--- config.mk ---
export PLATFORM = sky130hd
export DESIGN_NAME = pulse_width_capture_unit
export DESIGN_NICKNAME = d
export VERILOG_FILES = /design/src/pwc_pkg.sv /design/src/pulse_width_capture_unit.sv
export SDC_FILE = /design/constraint.sdc
export NUM_CORES = 1
export LEC_CHECK = 0
export BUFFER_PORTS_ARGS = -buffer_cell sky130_fd_sc_hd__buf_2
export CAP_MARGIN = 20
export CORE_AREA = 5 5 200 299
export DETAILED_ROUTE_END_ITERATION = 16
export DIE_AREA = 0 0 205 304
export GPL_ROUTABILITY_DRIVEN = 0
export PLACE_DENSITY = 0.81
export SYNTH_ARGS = -nofsm -noshare
export SYNTH_HDL_FRONTEND = slang
export SYNTH_SLANG_ARGS = --single-unit
--- constraint.sdc ---
create_clock -name clk -period 5.9 [get_ports clk]
set_input_delay 0 -clock clk [delete_from_list [all_inputs] [get_ports clk]]
set_output_delay 0 -clock clk [all_outputs]
set_load 0.01 [all_outputs]
--- src/pwc_pkg.sv ---
`timescale 1ns / 1ps
`default_nettype none

package pwc_pkg;

	localparam int unsigned NUM_CHANNELS = 4;
	localparam int unsigned CH_W = (NUM_CHANNELS > 1) ? $clog2(NUM_CHANNELS) : 1;

	localparam logic [15:0] PERIOD_RESET = 16'd65535;
	localparam logic [15:0] MAXOV_RESET  = 16'd1000;
	localparam logic [3:0]  ENABLE_RESET = 4'hF;

	typedef enum logic [1:0] {
		CFG_PERIOD = 2'd0,
		CFG_MAXOV  = 2'd1,
		CFG_ENABLE = 2'd2
	} cfg_idx_t;

	typedef enum logic {
		OP_TICK    = 1'b0,
		OP_CAPTURE = 1'b1
	} op_t;

	typedef struct packed {
		logic        operation;
		logic [1:0]  chan_sel;
		logic [15:0] captured_count;
	} in_t;

	typedef struct packed {
		logic signed [32:0] pulse_width;
		logic [2:0]         channel_number;
	} out_t;

	typedef struct packed {
		logic [31:0] edge_overflow;
		logic [15:0] edge_count;
		logic        expect_falling;
	} ent_t;

endpackage

`default_nettype wire

--- src/pulse_width_capture_unit.sv ---
// Pulse width capture for up to four timer capture channels.
// Input channel (in_valid/in_ready/in_data): each beat is either an overflow
// tick, which advances the shared overflow count, or an edge capture on one
// channel carrying the latched counter value.
// Output channel (out_valid/out_ready/out_data): one beat per measured pulse,
// holding the signed width in counter ticks and the channel number from one.
// Ticks, captures on disabled channels and discarded pulses give no beat.
// Configuration: a write at cfg_we sets period, overflow limit or enables.
// Throughput is one input beat per cycle while the pipeline is not stalled.
// A capture passes through registered stages: the per-channel memory read,
// the difference stage, the 16x16 multiplier and the add and sign stage.
// Back-to-back captures on one channel are forwarded around the memory.
// Reset clears the overflow count and marks every channel entry as reset,
// so no clearing pass is needed and beats are accepted right away.
// When the receiver stalls, the result is held in the output register and
// the pipeline keeps accepting beats until all stages are full.
`timescale 1ns / 1ps
`default_nettype none

module pulse_width_capture_unit import pwc_pkg::*; (
	input  wire logic        clk,
	input  wire logic        arst_n,
	input  wire logic        in_valid,
	output logic             in_ready,
	input  wire in_t         in_data,
	output logic             out_valid,
	input  wire logic        out_ready,
	output out_t             out_data,
	input  wire logic        cfg_we,
	input  wire logic [1:0]  cfg_index,
	input  wire logic [15:0] cfg_wdata
);

	logic [15:0] period_q;
	logic [15:0] maxov_q;
	logic [3:0]  enable_q;
	logic [31:0] ovf_q;

	ent_t mem [NUM_CHANNELS];
	logic [NUM_CHANNELS-1:0] vld_q;

	logic rdy_o, rdy3, rdy2, rdy1;
	logic in_acc, cap_en, rd_en, wr_en;
	logic [CH_W-1:0] rd_addr, wr_addr;
	ent_t wr_ent, cur;

	logic        v1_s1;
	logic [1:0]  ch_s1;
	logic [15:0] cnt_s1;
	logic [31:0] now_s1;
	ent_t        raw_s1, fwd_ent_s1;
	logic        fwd_s1, rdvld_s1;

	logic               keep1;
	logic [31:0]        ovd1;
	logic               v2_s2;
	logic [15:0]        ovd_s2;
	logic signed [16:0] diff_s2;
	logic               low_s2;
	logic [1:0]         ch_s2;

	logic [31:0]        prod;
	logic               v3_s3;
	logic [31:0]        prod_s3;
	logic signed [16:0] diff_s3;
	logic               low_s3;
	logic [1:0]         ch_s3;

	logic signed [32:0] sum3;
	logic               out_valid_q;
	out_t               out_q;

	assign rdy_o = !out_valid_q || out_ready;
	assign rdy3 = !v3_s3 || rdy_o;
	assign rdy2 = !v2_s2 || rdy3;
	assign rdy1 = !v1_s1 || rdy2;
	assign in_ready = rdy1;
	assign in_acc = in_valid && rdy1;

	assign cap_en = (in_data.operation == OP_CAPTURE)
		&& (32'(in_data.chan_sel) < NUM_CHANNELS)
		&& enable_q[in_data.chan_sel];
	assign rd_en = in_acc && cap_en;
	assign rd_addr = CH_W'(in_data.chan_sel);

	assign wr_en = v1_s1 && rdy2;
	assign wr_addr = CH_W'(ch_s1);

	always_ff @(posedge clk or negedge arst_n) begin
		if (!arst_n) begin
			period_q <= PERIOD_RESET;
			maxov_q <= MAXOV_RESET;
			enable_q <= ENABLE_RESET;
		end else if (cfg_we) begin
			case (cfg_idx_t'(cfg_index))
				CFG_PERIOD: period_q <= cfg_wdata;
				CFG_MAXOV:  maxov_q <= cfg_wdata;
				CFG_ENABLE: enable_q <= cfg_wdata[3:0];
				default: ;
			endcase
		end
	end

	always_ff @(posedge clk or negedge arst_n) begin
		if (!arst_n) begin
			ovf_q <= '0;
		end else if (in_acc && in_data.operation == OP_TICK) begin
			ovf_q <= ovf_q + 32'd1;
		end
	end

	always_ff @(posedge clk) begin
		if (wr_en) begin
			mem[wr_addr] <= wr_ent;
		end
		if (rd_en) begin
			raw_s1 <= mem[rd_addr];
			fwd_ent_s1 <= wr_ent;
		end
	end

	always_ff @(posedge clk or negedge arst_n) begin
		if (!arst_n) begin
			vld_q <= '0;
			fwd_s1 <= 1'b0;
			rdvld_s1 <= 1'b0;
		end else begin
			if (wr_en) begin
				vld_q[wr_addr] <= 1'b1;
			end
			if (rd_en) begin
				fwd_s1 <= wr_en && (wr_addr == rd_addr);
				rdvld_s1 <= vld_q[rd_addr];
			end
		end
	end

	always_ff @(posedge clk or negedge arst_n) begin
		if (!arst_n) begin
			v1_s1 <= 1'b0;
		end else if (rdy1) begin
			v1_s1 <= rd_en;
		end
	end

	always_ff @(posedge clk) begin
		if (rd_en) begin
			ch_s1 <= in_data.chan_sel;
			cnt_s1 <= in_data.captured_count;
			now_s1 <= ovf_q;
		end
	end

	always_comb begin
		if (fwd_s1) begin
			cur = fwd_ent_s1;
		end else if (rdvld_s1) begin
			cur = raw_s1;
		end else begin
			cur = '0;
		end
		wr_ent.edge_overflow = now_s1;
		wr_ent.edge_count = cnt_s1;
		wr_ent.expect_falling = !cur.expect_falling;
		ovd1 = now_s1 - cur.edge_overflow;
		keep1 = (now_s1 >= cur.edge_overflow) && (ovd1 <= {16'd0, maxov_q});
	end

	always_ff @(posedge clk or negedge arst_n) begin
		if (!arst_n) begin
			v2_s2 <= 1'b0;
		end else if (rdy2) begin
			v2_s2 <= v1_s1 && keep1;
		end
	end

	always_ff @(posedge clk) begin
		if (wr_en) begin
			ovd_s2 <= ovd1[15:0];
			diff_s2 <= $signed({1'b0, cnt_s1}) - $signed({1'b0, cur.edge_count});
			low_s2 <= !cur.expect_falling;
			ch_s2 <= ch_s1;
		end
	end

	assign prod = {16'd0, ovd_s2} * {16'd0, period_q};

	always_ff @(posedge clk or negedge arst_n) begin
		if (!arst_n) begin
			v3_s3 <= 1'b0;
		end else if (rdy3) begin
			v3_s3 <= v2_s2;
		end
	end

	always_ff @(posedge clk) begin
		if (rdy3 && v2_s2) begin
			prod_s3 <= prod;
			diff_s3 <= diff_s2;
			low_s3 <= low_s2;
			ch_s3 <= ch_s2;
		end
	end

	assign sum3 = $signed({1'b0, prod_s3}) + 33'(diff_s3);

	always_ff @(posedge clk or negedge arst_n) begin
		if (!arst_n) begin
			out_valid_q <= 1'b0;
		end else if (rdy_o) begin
			out_valid_q <= v3_s3;
		end
	end

	always_ff @(posedge clk) begin
		if (rdy_o && v3_s3) begin
			out_q.pulse_width <= low_s3 ? -sum3 : sum3;
			out_q.channel_number <= 3'(ch_s3) + 3'd1;
		end
	end

	assign out_valid = out_valid_q;
	assign out_data = out_q;

endmodule

`default_nettype wire

Word-level counts from Yosys, hierarchy flattened

Memory sizes are Yosys's and may differ from the RTL's. A register that Yosys moved wholly into a read port is not among the register bits.
Cells that the tools add are included.

Add/subtract/negate cells: 6
Multiply operators: 1
Magnitude comparators: 5
Eq/ne operators: 3
Multiplexer cells: 11
Bitwise logic cells: 2
Reductions and logical operators: 24

Operators with widths:

| kind                  | count |
|---|---|
| $mux 49               | 2 |
| $add 33x17->33        | 1 |
| $mux 33               | 1 |
| $neg 33->33           | 1 |
| $add 32x1->32 const B | 1 |
| $ge 32x32->1          | 1 |
| $le 32x16->1          | 1 |
| $mul 16x16->32        | 1 |
| $sub 32x32->32        | 1 |
| $sub 16x16->17        | 1 |
| $logic_and 1x1->1     | 11 |
| $lt 2x3->1 const B    | 2 |
| $reduce_and 2->1      | 3 |
| $logic_not 1->1       | 5 |
| $mux 1                | 5 |
| $bmux 1 s2            | 2 |
| $logic_or 1x1->1      | 4 |
| $or 4x4->4            | 1 |
| $add 2x1->3 const B   | 1 |
| $demux 1 s2           | 1 |
| $eq 2x1->1 const B    | 1 |
| $eq 2x2->1            | 1 |
| $eq 2x2->1 const B    | 1 |
| $ge 2x1->1 const B    | 1 |
| other kinds (2)       | 2 |

Flip-flop bits (word level): 301
RAM bits: 196
Input port bits: 42
Output and inout bits: 38
Logic and storage cells: 80
Memories kept: 1

Memories:

| name | words | width | rd ports | clocked after memory_dff | write ports | line                           | RTL |
|---|---|---|---|---|---|---|---|
| mem  | 4     | 49    | 1        | 1                        | 1           | pulse_width_capture_unit.sv:39 | `ent_t mem [NUM_CHANNELS];` |

Logic depth before layout (Yosys ltp)

Gate-level depths: netlist of run 1.

Depth after elaboration: 7
Mapped depth: 26
Gate-level depth less buffers: 24

Worst setup path before layout of run 1

OpenSTA, ideal clock, no wires.

Kind: reg-to-reg
From: register period_q[1]
To: register prod_s3[31] (data pin)
Setup time: 0.260 ns
Arrival time: 6.062 ns
Data required time: 5.640 ns
Slack: -0.422 ns
Stages on the path, launching flop included: 24
Buffers on the path: 1
Period minus slack after synthesis: 6.322 ns
Cells stage by stage: dfstp_2 clkbuf_1 nand2_1 fa_1 fa_1 fa_1 inv_1 fa_1 fa_1 inv_1 fa_1 inv_1 ha_1 a21o_1 a21o_1 a21oi_1 a221o_1 a21o_1 o21ai_0 a311o_1 nand4_1 nand4b_1 a21oi_1 xnor2_1

Cells in the longest elaborated chain, start to end: 1

Ends and longest elaborated chain:

| what                   | line                            | RTL |
|---|---|---|
| from (decl)            | pulse_width_capture_unit.sv:34  | `logic [15:0] period_q;` |
| from (signal assigned) | pulse_width_capture_unit.sv:96  | `CFG_PERIOD: period_q <= cfg_wdata;` |
| $mul 16x16->32         | pulse_width_capture_unit.sv:186 | `assign prod = {16'd0, ovd_s2} * {16'd0, period_q};` |
| net prod[31]           | pulse_width_capture_unit.sv:62  | `logic [31:0] prod;` |
| to (signal assigned)   | pulse_width_capture_unit.sv:198 | `prod_s3 <= prod;` |
| to (decl)              | pulse_width_capture_unit.sv:64  | `logic [31:0] prod_s3;` |

The timed path passes the listed nets, and every way through them passes these cells.
A chain may end at the register's enable or synchronous reset.

Worst setup path in the final report of run 1

From: register ovd_s2[6]
To: register prod_s3[31] (data pin)

Cells in the longest elaborated chain, start to end: 1

Ends and longest elaborated chain:

| what                   | line                            | RTL |
|---|---|---|
| from (decl)            | pulse_width_capture_unit.sv:57  | `logic [15:0] ovd_s2;` |
| from (signal assigned) | pulse_width_capture_unit.sv:179 | `ovd_s2 <= ovd1[15:0];` |
| $mul 16x16->32         | pulse_width_capture_unit.sv:186 |  |
| net prod[31]           | pulse_width_capture_unit.sv:62  |  |

The timed path passes the listed nets, and every way through them passes these cells.

==> results of run 1 <==
metal layers:
layer | GRT usage [%] | vias up | routed length [um]
li1 | - | 9651 | -
met1 | 27.2 | 10775 | 26600
met2 | 45.3 | 962 | 41400
met3 | 3.02 | 306 | 4580
met4 | 11.3 | 0 | 4140
met5 | 0 | - | 0
sequential cells by signal (all words and copies together), names as in the netlist, 17 cells and up:
| name | cells |
|---|---|
| out_data | 36 |
| fwd_ent_s1 | 49 |
| now_s1 | 32 |
| ovf_q | 32 |
| diff_s3 | 17 |
| raw_s1 | 49 |
| mem | 196 |
| diff_s2 | 17 |
| prod_s3 | 32 |
final cells by class:
type | instances | area, um2 | area share [%]
repair buffers | 299 | 2320 | 6.14
well taps | 763 | 955 | 2.53
clock inverters | 34 | 444 | 1.18
multi-input cells | 1671 | 15700 | 41.5
flip-flops and latches | 546 | 16000 | 42.5
inverters | 276 | 1040 | 2.76
clock buffers | 57 | 1290 | 3.41
critical path, cell delays in order, from the launching register on:
cell and delay [ps]:
edfxtp_1 530, buf_6 150, nand2_1 80, fa_2 610
inv_1 80, fa_1 510, inv_1 70, fa_1 530
inv_1 50, fa_1 450, fa_1 490, inv_1 50
fa_1 480, inv_1 70, ha_4 290, and3_1 210
nor2b_2 60, a221o_1 320, a21o_1 190, o21ai_2 190
a311o_1 240, nand4_1 110, nand4b_1 120, a21oi_2 60
xnor2_1 110
Yosys cell counts (18+ instances only):
cell type	instances	area, um2
mux2_2	38	428
o21ai_0	56	280
fa_1	197	3940
o21bai_1	18	135
dfstp_2	26	683
nand2_1	227	852
and2_1	126	788
mux4_2	51	1150
and3_1	36	225
nor2_1	78	293
dfrtp_1	52	1300
nand4_1	26	163
nor2b_1	21	131
a21oi_1	93	465
xnor2_1	116	1020
ha_1	203	2540
inv_1	276	1040
xor2_1	37	324
nand3_1	37	185
a22oi_1	47	353
edfxtp_1	468	14100
a21o_1	53	398
clkbuf_1	68	255
kinds of logic (layout without fill, tap and decap cells):
kind of cell / count (synthesis) / count (layout) / share of synthesized area [%]
compound gates: 393 / 393 / 8.11
xor+xnor: 153 / 153 / 4.10
fa+ha+maj: 400 / 400 / 19.8
buf+inv: 358 / 666 / 4.16
flops: 546 / 546 / 49.1
mux: 93 / 93 / 4.95
simple gates: 632 / 632 / 9.78
worst paths after layout:
| kind | startpoint | end | slack (ps) |
|---|---|---|---|
| worst max-delay path | ovd_s2[6] | prod_s3[31] | -380 |
| worst max register to register | ovd_s2[6] | prod_s3[31] | -380 |
| worst min-delay path | in_data[11] | cnt_s1[11] | 80 |
| max in group asynchronous | arst_n | period_q[15] | 4740 |
| worst min register to register | diff_s2[2] | diff_s3[2] | 430 |
| min in group asynchronous | arst_n | ovf_q[26] | 440 |
metrics by stage:
step           hold slack (ps)  instances  instance area [um2]
2_1_floorplan             -296       2575                32800
3_3_place_gp               176       3455                34800
3_5_place_dp               178       3455                34800
4_1_cts                   56.3       3625                37400
5_1_grt                   62.4       3646                37700
6_report                  75.5       3646                37700
placed cells by master (no fill, tap or decap), drive strengths merged, types with 27 or more instances in the layout:
master,instances
nand4,27
nand2,227
dfrtp,52
xnor2,116
nand3,38
nor2,78
fa,197
clkbuf,57
ha,203
a22oi,47
a21oi,93
inv,278
a21o,53
mux4,51
edfxtp,468
dlygate4sd3,42
and3,36
mux2,38
buf,257
o21ai,65
xor2,37
and2,126
timing repair:
item | 4_1_cts | 5_1_grt
setup buffers | 38 | 20
gates resized for setup | 54 | 38
pin swaps | 27 | 44
endpoints found under the setup margin | 8 | 15
endpoints found under the hold margin | 112 | 36
hold buffers | 41 | 1
gates cloned | 0 | 0
==> out/summary.txt, run 1 <==
Post-synth EDFFs - 468
drt drc - 0
clock sinks - 546
Synth Instances - 2575
first-pass GRT wire length - 120 mm
Die ar. - 0.0623 mm2
fin util - 66.7%
Clk Latency, worst-skew pair - 630 ps
Synth Register Bits - 546
Core Area - 0.0566 mm2
failing checks - negative setup slack
ys async rst share - 14.3%
via count - 21694
relative slew slack - 29.5%
Chip Width - 205 um
Slew Viols, Final - 0
clk_skew - 56.2 ps
io pins - 80
Worst Path Max Fanout - 5
share of post-route cells with drive strength above 1 - 19.5%
Synth Flop Type - edfxtp_1
Final ANT Viol Nets - 0
vias in the first global route - 23338
vias per cell - 5.95
Root Driver - clkbuf_16
initial drt markers - 1607
Max-Cap Viols - 0
final worst slack - -383 ps
type of origin of the critical path - flip-flop
H-tree Lvls - 2
HPWL Detailed - 53.6 mm
worst hold stages - 2
DRT Pass-1 Iters - 6
number of inserted diodes - 0
upper clock frequency limit - 159 MHz
Post-Syn Area - 0.0327 mm2
critical path endpoint category - flip-flop
worst slew pin tran - 1060 ps
Num CTS Buffers - 49
CTS Buffer Depth - 3
initial antenna violation count - 0
fin crit period - 6280 ps
TritonCTS clock tree - built
pre-CTS worst setup slack - -350 ps
starting density of the core - 57.7%
Post-Synthesis Net Count - 3017
register area share after synthesis - 49.1%
unrepaired setup endpoints after global routing - true
final WL - 76.7 mm
Nets - 3285
Area Growth Syn to Fin - 15.5%
Yosys cell types - 81
Reg2Reg Depth - 24
row cnt - 107
PortBufs - 79
outcome - finished with violations
TNS Setup - -2020 ps
Hold Fails Final Rpt - 0
total track usage - 24.3%
setup violators final - 10
CP arrival - 6620 ps
post-route clock period utilization - 106%
Worst Hold Class - in -> reg
Crit Path Category - reg -> reg
largest net degree at the start of global routing - 109
wire per inst - 21.0 um
Overflow after GRT - 0
Ys Warns - 0
Worst-path clk slew - 70 ps
fillers - 3708
CP Data Required Time - 6240 ps
chip height - 304 um
Avg Inst Size Synth - 12.7 um2
Power of run 1 is left out: the tool's default activity adds up to more than one toggle a clock period on the data nets, which glitch-free logic cannot reach.
==> run 2, diff against run 1 <==
Settings changed: MAX_ROUTING_LAYER from default to met4.
==> out/summary.txt, run 2 (synthesis results as in run 1) <==
outcome - finished with violations
failing checks - negative setup slack
worst slew pin tran - 1080 ps
starting density of the core - 57.7%
H-tree Lvls - 2
upper clock frequency limit - 160 MHz
Slew Viols, Final - 0
fin crit period - 6260 ps
chip height - 304 um
share of post-route cells with drive strength above 1 - 19.8%
row cnt - 107
Core Area - 0.0566 mm2
largest reg by FF count - mem
max reg flops - 196
Die ar. - 0.0623 mm2
CP arrival - 6600 ps
commonest non-fill, non-tap cell in the layout - edfxtp_1
critical path endpoint category - flip-flop
PortBufs - 79
crit-path max cell delay - 620 ps
number of inserted diodes - 0
Max-Cap Viols - 0
Crit Path Category - reg -> reg
Nets - 3286
Root Driver - clkbuf_16
via count - 21757
unrepaired setup endpoints after global routing - true
final instance area - 0.0378 mm2
Final ANT Viol Nets - 0
initial antenna violation count - 0
vias per cell - 5.97
TritonCTS clock tree - built
wire per inst - 21.0 um
DRT Pass-1 Iters - 7
Cell Area, Placed - 0.0348 mm2
largest registers - mem: 196 flops, fwd_ent_s1: 49 flops, raw_s1: 49 flops
total track usage - 25.0%
Area Growth Syn to Fin - 15.6%
clock sinks - 546
cells along the critical path - buf_4, nand2_1, fa_1, fa_1, fa_1, inv_2, fa_1, fa_1, inv_1, fa_1, inv_2, ha_4, a21o_1, a21o_1, a21oi_4, a221o_1, a21o_1, o21ai_2, a311o_1, nand4_1, nand4b_1, a21oi_2, xnor2_1
clk_skew - 58.1 ps
most frequent CP cell - fa_1
Worst-path clk slew - 70 ps
largest net degree at the start of global routing - 109
drt drc - 0
pre-CTS worst setup slack - -350 ps
Chip Width - 205 um
final WL - 76.6 mm
most frequent cells in the layout - edfxtp_1 (468), inv_1 (262), nand2_1 (218)
CTS Buffer Depth - 3
CP Data Required Time - 6240 ps
CP max stage cell - dfstp_2
HPWL Detailed - 53.6 mm
vias in the first global route - 23331
relative slew slack - 27.8%
Hold Fails Final Rpt - 0
Worst Hold Class - in -> reg
fillers - 3697
first-pass GRT wire length - 120 mm
Clk Latency, worst-skew pair - 630 ps
initial drt markers - 1544
io pins - 80
Overflow after GRT - 0
final worst slack - -356 ps
Worst Path Max Fanout - 5
type of origin of the critical path - flip-flop
setup violators final - 10
Num CTS Buffers - 49
post-route clock period utilization - 106%
## run 2: cell types whose count changed in the layout (fill, tap and decap cells not counted), sizes merged
cell	delta
buf	+1
## run 2: timing repair
item                                    in CTS  in global routing
hold buffers                                41                  1
endpoints found under the setup margin       8                 15
gates resized for setup                     54                 54
hold endpoints to repair                   112                 36
buffers inserted                            38                 22
pin swaps                                   27                 48
## run 2: area by class of cell
cell class,instances,area (um2),area share (%)
inverter,276,1040,2.75
timing repair buffer,300,2340,6.19
clock inverter,34,444,1.18
clock buffer,57,1290,3.40
multi-input combinational,1671,15700,41.5
tap,763,955,2.53
sequential,546,16000,42.4
## run 2: path summary, 6_finish.rpt
| check | from | to | slack [ps] | depth (start not counted) |
|---|---|---|---|---|
| hold / removal | in_data[11] | cnt_s1[11] | 80 | 2 |
| max in group asynchronous | arst_n | period_q[15] | 4740 | 4 |
| hold reg to reg | diff_s2[2] | diff_s3[2] | 430 | 0 |
| setup reg to reg | period_q[1] | prod_s3[31] | -360 | 23 |
| setup / recovery | period_q[1] | prod_s3[31] | -360 | 23 |
| min in group asynchronous | arst_n | ovf_q[26] | 440 | 3 |
## run 2: critical path: cells and delay by family, from the launching register on
| kind | cells | cell delay (ps) |
|---|---|---|
| fa+ha+maj | 7 | 3190 |
| compound gates | 8 | 1470 |
| flops | 1 | 620 |
| simple gates | 3 | 320 |
| buf+inv | 4 | 310 |
| xor+xnor | 1 | 80 |
## run 2: layer usage
| layer | vias up | GRT usage (%) | share of wire (%) |
|---|---|---|---|
| li1 | 9643 | - | - |
| met1 | 10788 | 27.2 | 35 |
| met2 | 1005 | 45.4 | 54 |
| met3 | 321 | 3.01 | 5.8 |
| met4 | 0 | 11.3 | 5.5 |
| met5 | - | - | 0 |
## run 2: metrics by stage
stage | std cells | hold WS [ps] | setup TNS [ps] | utilization [%]
6_report | 3647 | 75.7 | -1940 | 66.7
3_5_place_dp | 3455 | 178 | -1950 | 61.4
4_1_cts | 3625 | 56.3 | -611 | 66.0
3_3_place_gp | 3455 | 176 | -804 | 61.4
5_1_grt | 3647 | 62.4 | -3580 | 66.7
2_1_floorplan | 2575 | -296 | -1.44 | -
Power of run 2 is left out for the same reason.
==> run 3, diff against run 2 <==
Settings changed: SKIP_CTS_REPAIR_TIMING from default to 1.
==> out/summary.txt, run 3 (synthesis results as in run 1) <==
clk_skew - 60.6 ps
Core Area - 0.0566 mm2
upper clock frequency limit - 160 MHz
wire per inst - 21.0 um
cells along the critical path - buf_6, nand2_1, fa_1, inv_1, fa_1, inv_1, fa_1, inv_1, fa_2, fa_1, inv_1, fa_1, inv_1, ha_4, and3_1, nor2b_1, a221o_1, a21o_1, o21ai_2, a311o_1, nand4_1, nand4b_1, a21oi_2, xnor2_1
commonest non-fill, non-tap cell in the layout - edfxtp_1
max reg flops - 196
Num CTS Buffers - 49
vias per cell - 5.97
failing checks - negative hold slack, negative setup slack
relative slew slack - 28.5%
io pins - 80
initial drt markers - 1359
Max-Cap Viols - 0
Worst Path Max Fanout - 6
outcome - finished with violations
Root Driver - clkbuf_16
number of inserted diodes - 0
Die ar. - 0.0623 mm2
clock sinks - 546
fillers - 3725
H-tree Lvls - 2
CP Data Required Time - 6230 ps
share of post-route cells with drive strength above 1 - 19.0%
largest registers - mem: 196 flops, fwd_ent_s1: 49 flops, raw_s1: 49 flops
Hold Fails Final Rpt - 1
fin crit period - 6240 ps
Clk Latency, worst-skew pair - 630 ps
CP max stage cell - fa_1
Nets - 3263
starting density of the core - 57.7%
top cell family by delay on the critical path - adder cells
unrepaired setup endpoints after global routing - true
drt drc - 0
final hold slack - -10.9 ps
critical path endpoint category - flip-flop
Worst Hold Class - in -> reg
final worst slack - -341 ps
setup violators final - 6
PortBufs - 79
vias in the first global route - 22652
Final ANT Viol Nets - 0
initial antenna violation count - 0
Chip Width - 205 um
CTS Buffer Depth - 3
row cnt - 107
most frequent cells in the layout - edfxtp_1 (468), inv_1 (263), nand2_1 (220)
via count - 21646
largest reg by FF count - mem
Slew Viols, Final - 0
TritonCTS clock tree - built
final WL - 76.1 mm
Worst-path clk slew - 70 ps
crit-path max cell delay - 620 ps
total track usage - 24.1%
type of origin of the critical path - flip-flop
Overflow after GRT - 0
chip height - 304 um
Crit Path Category - reg -> reg
pre-CTS worst setup slack - -350 ps
largest net degree at the start of global routing - 109
worst slew pin tran - 1070 ps
CP arrival - 6580 ps
first-pass GRT wire length - 116 mm
Area Growth Syn to Fin - 15.0%
DRT Pass-1 Iters - 6
CP bufs+invs - 6
post-route clock period utilization - 106%
HPWL Detailed - 53.6 mm
-- run 3: cell types whose count changed in the layout (fill, tap and decap cells not counted), moves of 2 or more --
cell,previous run,this run
buf_4,151,138
buf_6,22,15
buf_8,2,0
dlygate4sd3_1,42,40
fa_1,184,190
fa_2,13,7
ha_1,190,185
ha_4,9,14
nand2_1,218,220
nand2_2,7,5
or2_2,10,8
or2_4,1,3
-- run 3: worst paths after layout --
check | from | end | slack, ps | cells after the start
max | ovd_s2[6] | prod_s3[31] | -340 | 24
min | in_valid | ovf_q[3] | -10 | 5
max reg2reg | ovd_s2[6] | prod_s3[31] | -340 | 24
min reg2reg | diff_s2[2] | diff_s3[2] | 430 | 0
max in group asynchronous | arst_n | fwd_s1 | 4210 | 3
min in group asynchronous | arst_n | ovf_q[27] | 160 | 3
-- run 3: stage by stage --
stage	util (%)	TNS (ps)	cell area, um2	instances
6_report	66.4	-1240	37600	3624
5_1_grt	66.4	-2830	37600	3624
4_1_cts	64.4	-1890	36500	3546
3_5_place_dp	61.4	-1950	34800	3455
3_3_place_gp	61.4	-804	34800	3455
2_1_floorplan	-	-1.44	32800	2575
-- run 3: cell type report --
cell class                      instances  area, um2  area share (%)
Tap cell                              763        955            2.54
Multi-Input combinational cell       1671      15700            41.8
Clock buffer                           57       1290            3.42
Sequential cell                       546      16000            42.7
Inverter                              276       1040            2.77
Timing Repair Buffer                  277       2120            5.63
Clock inverter                         34        444            1.18
-- run 3: routing by layer --
metal	wire, um	track usage (%)
met3	4470	2.85
met2	41400	44.2
met1	26300	26.3
met4	3880	10.1
met5	0	-
-- run 3: worst reg2reg max path, stage by stage, from the launching register on --
cell,delay (ps)
edfxtp_1,510
buf_6,150
nand2_1,70
fa_1,620
inv_1,100
fa_1,510
inv_1,60
fa_1,530
inv_1,50
fa_2,410
fa_1,490
inv_1,50
fa_1,480
inv_1,70
ha_4,290
and3_1,190
nor2b_1,70
a221o_1,330
a21o_1,200
o21ai_2,190
a311o_1,240
nand4_1,100
nand4b_1,120
a21oi_2,60
xnor2_1,110
Power of run 3 is left out for the same reason.
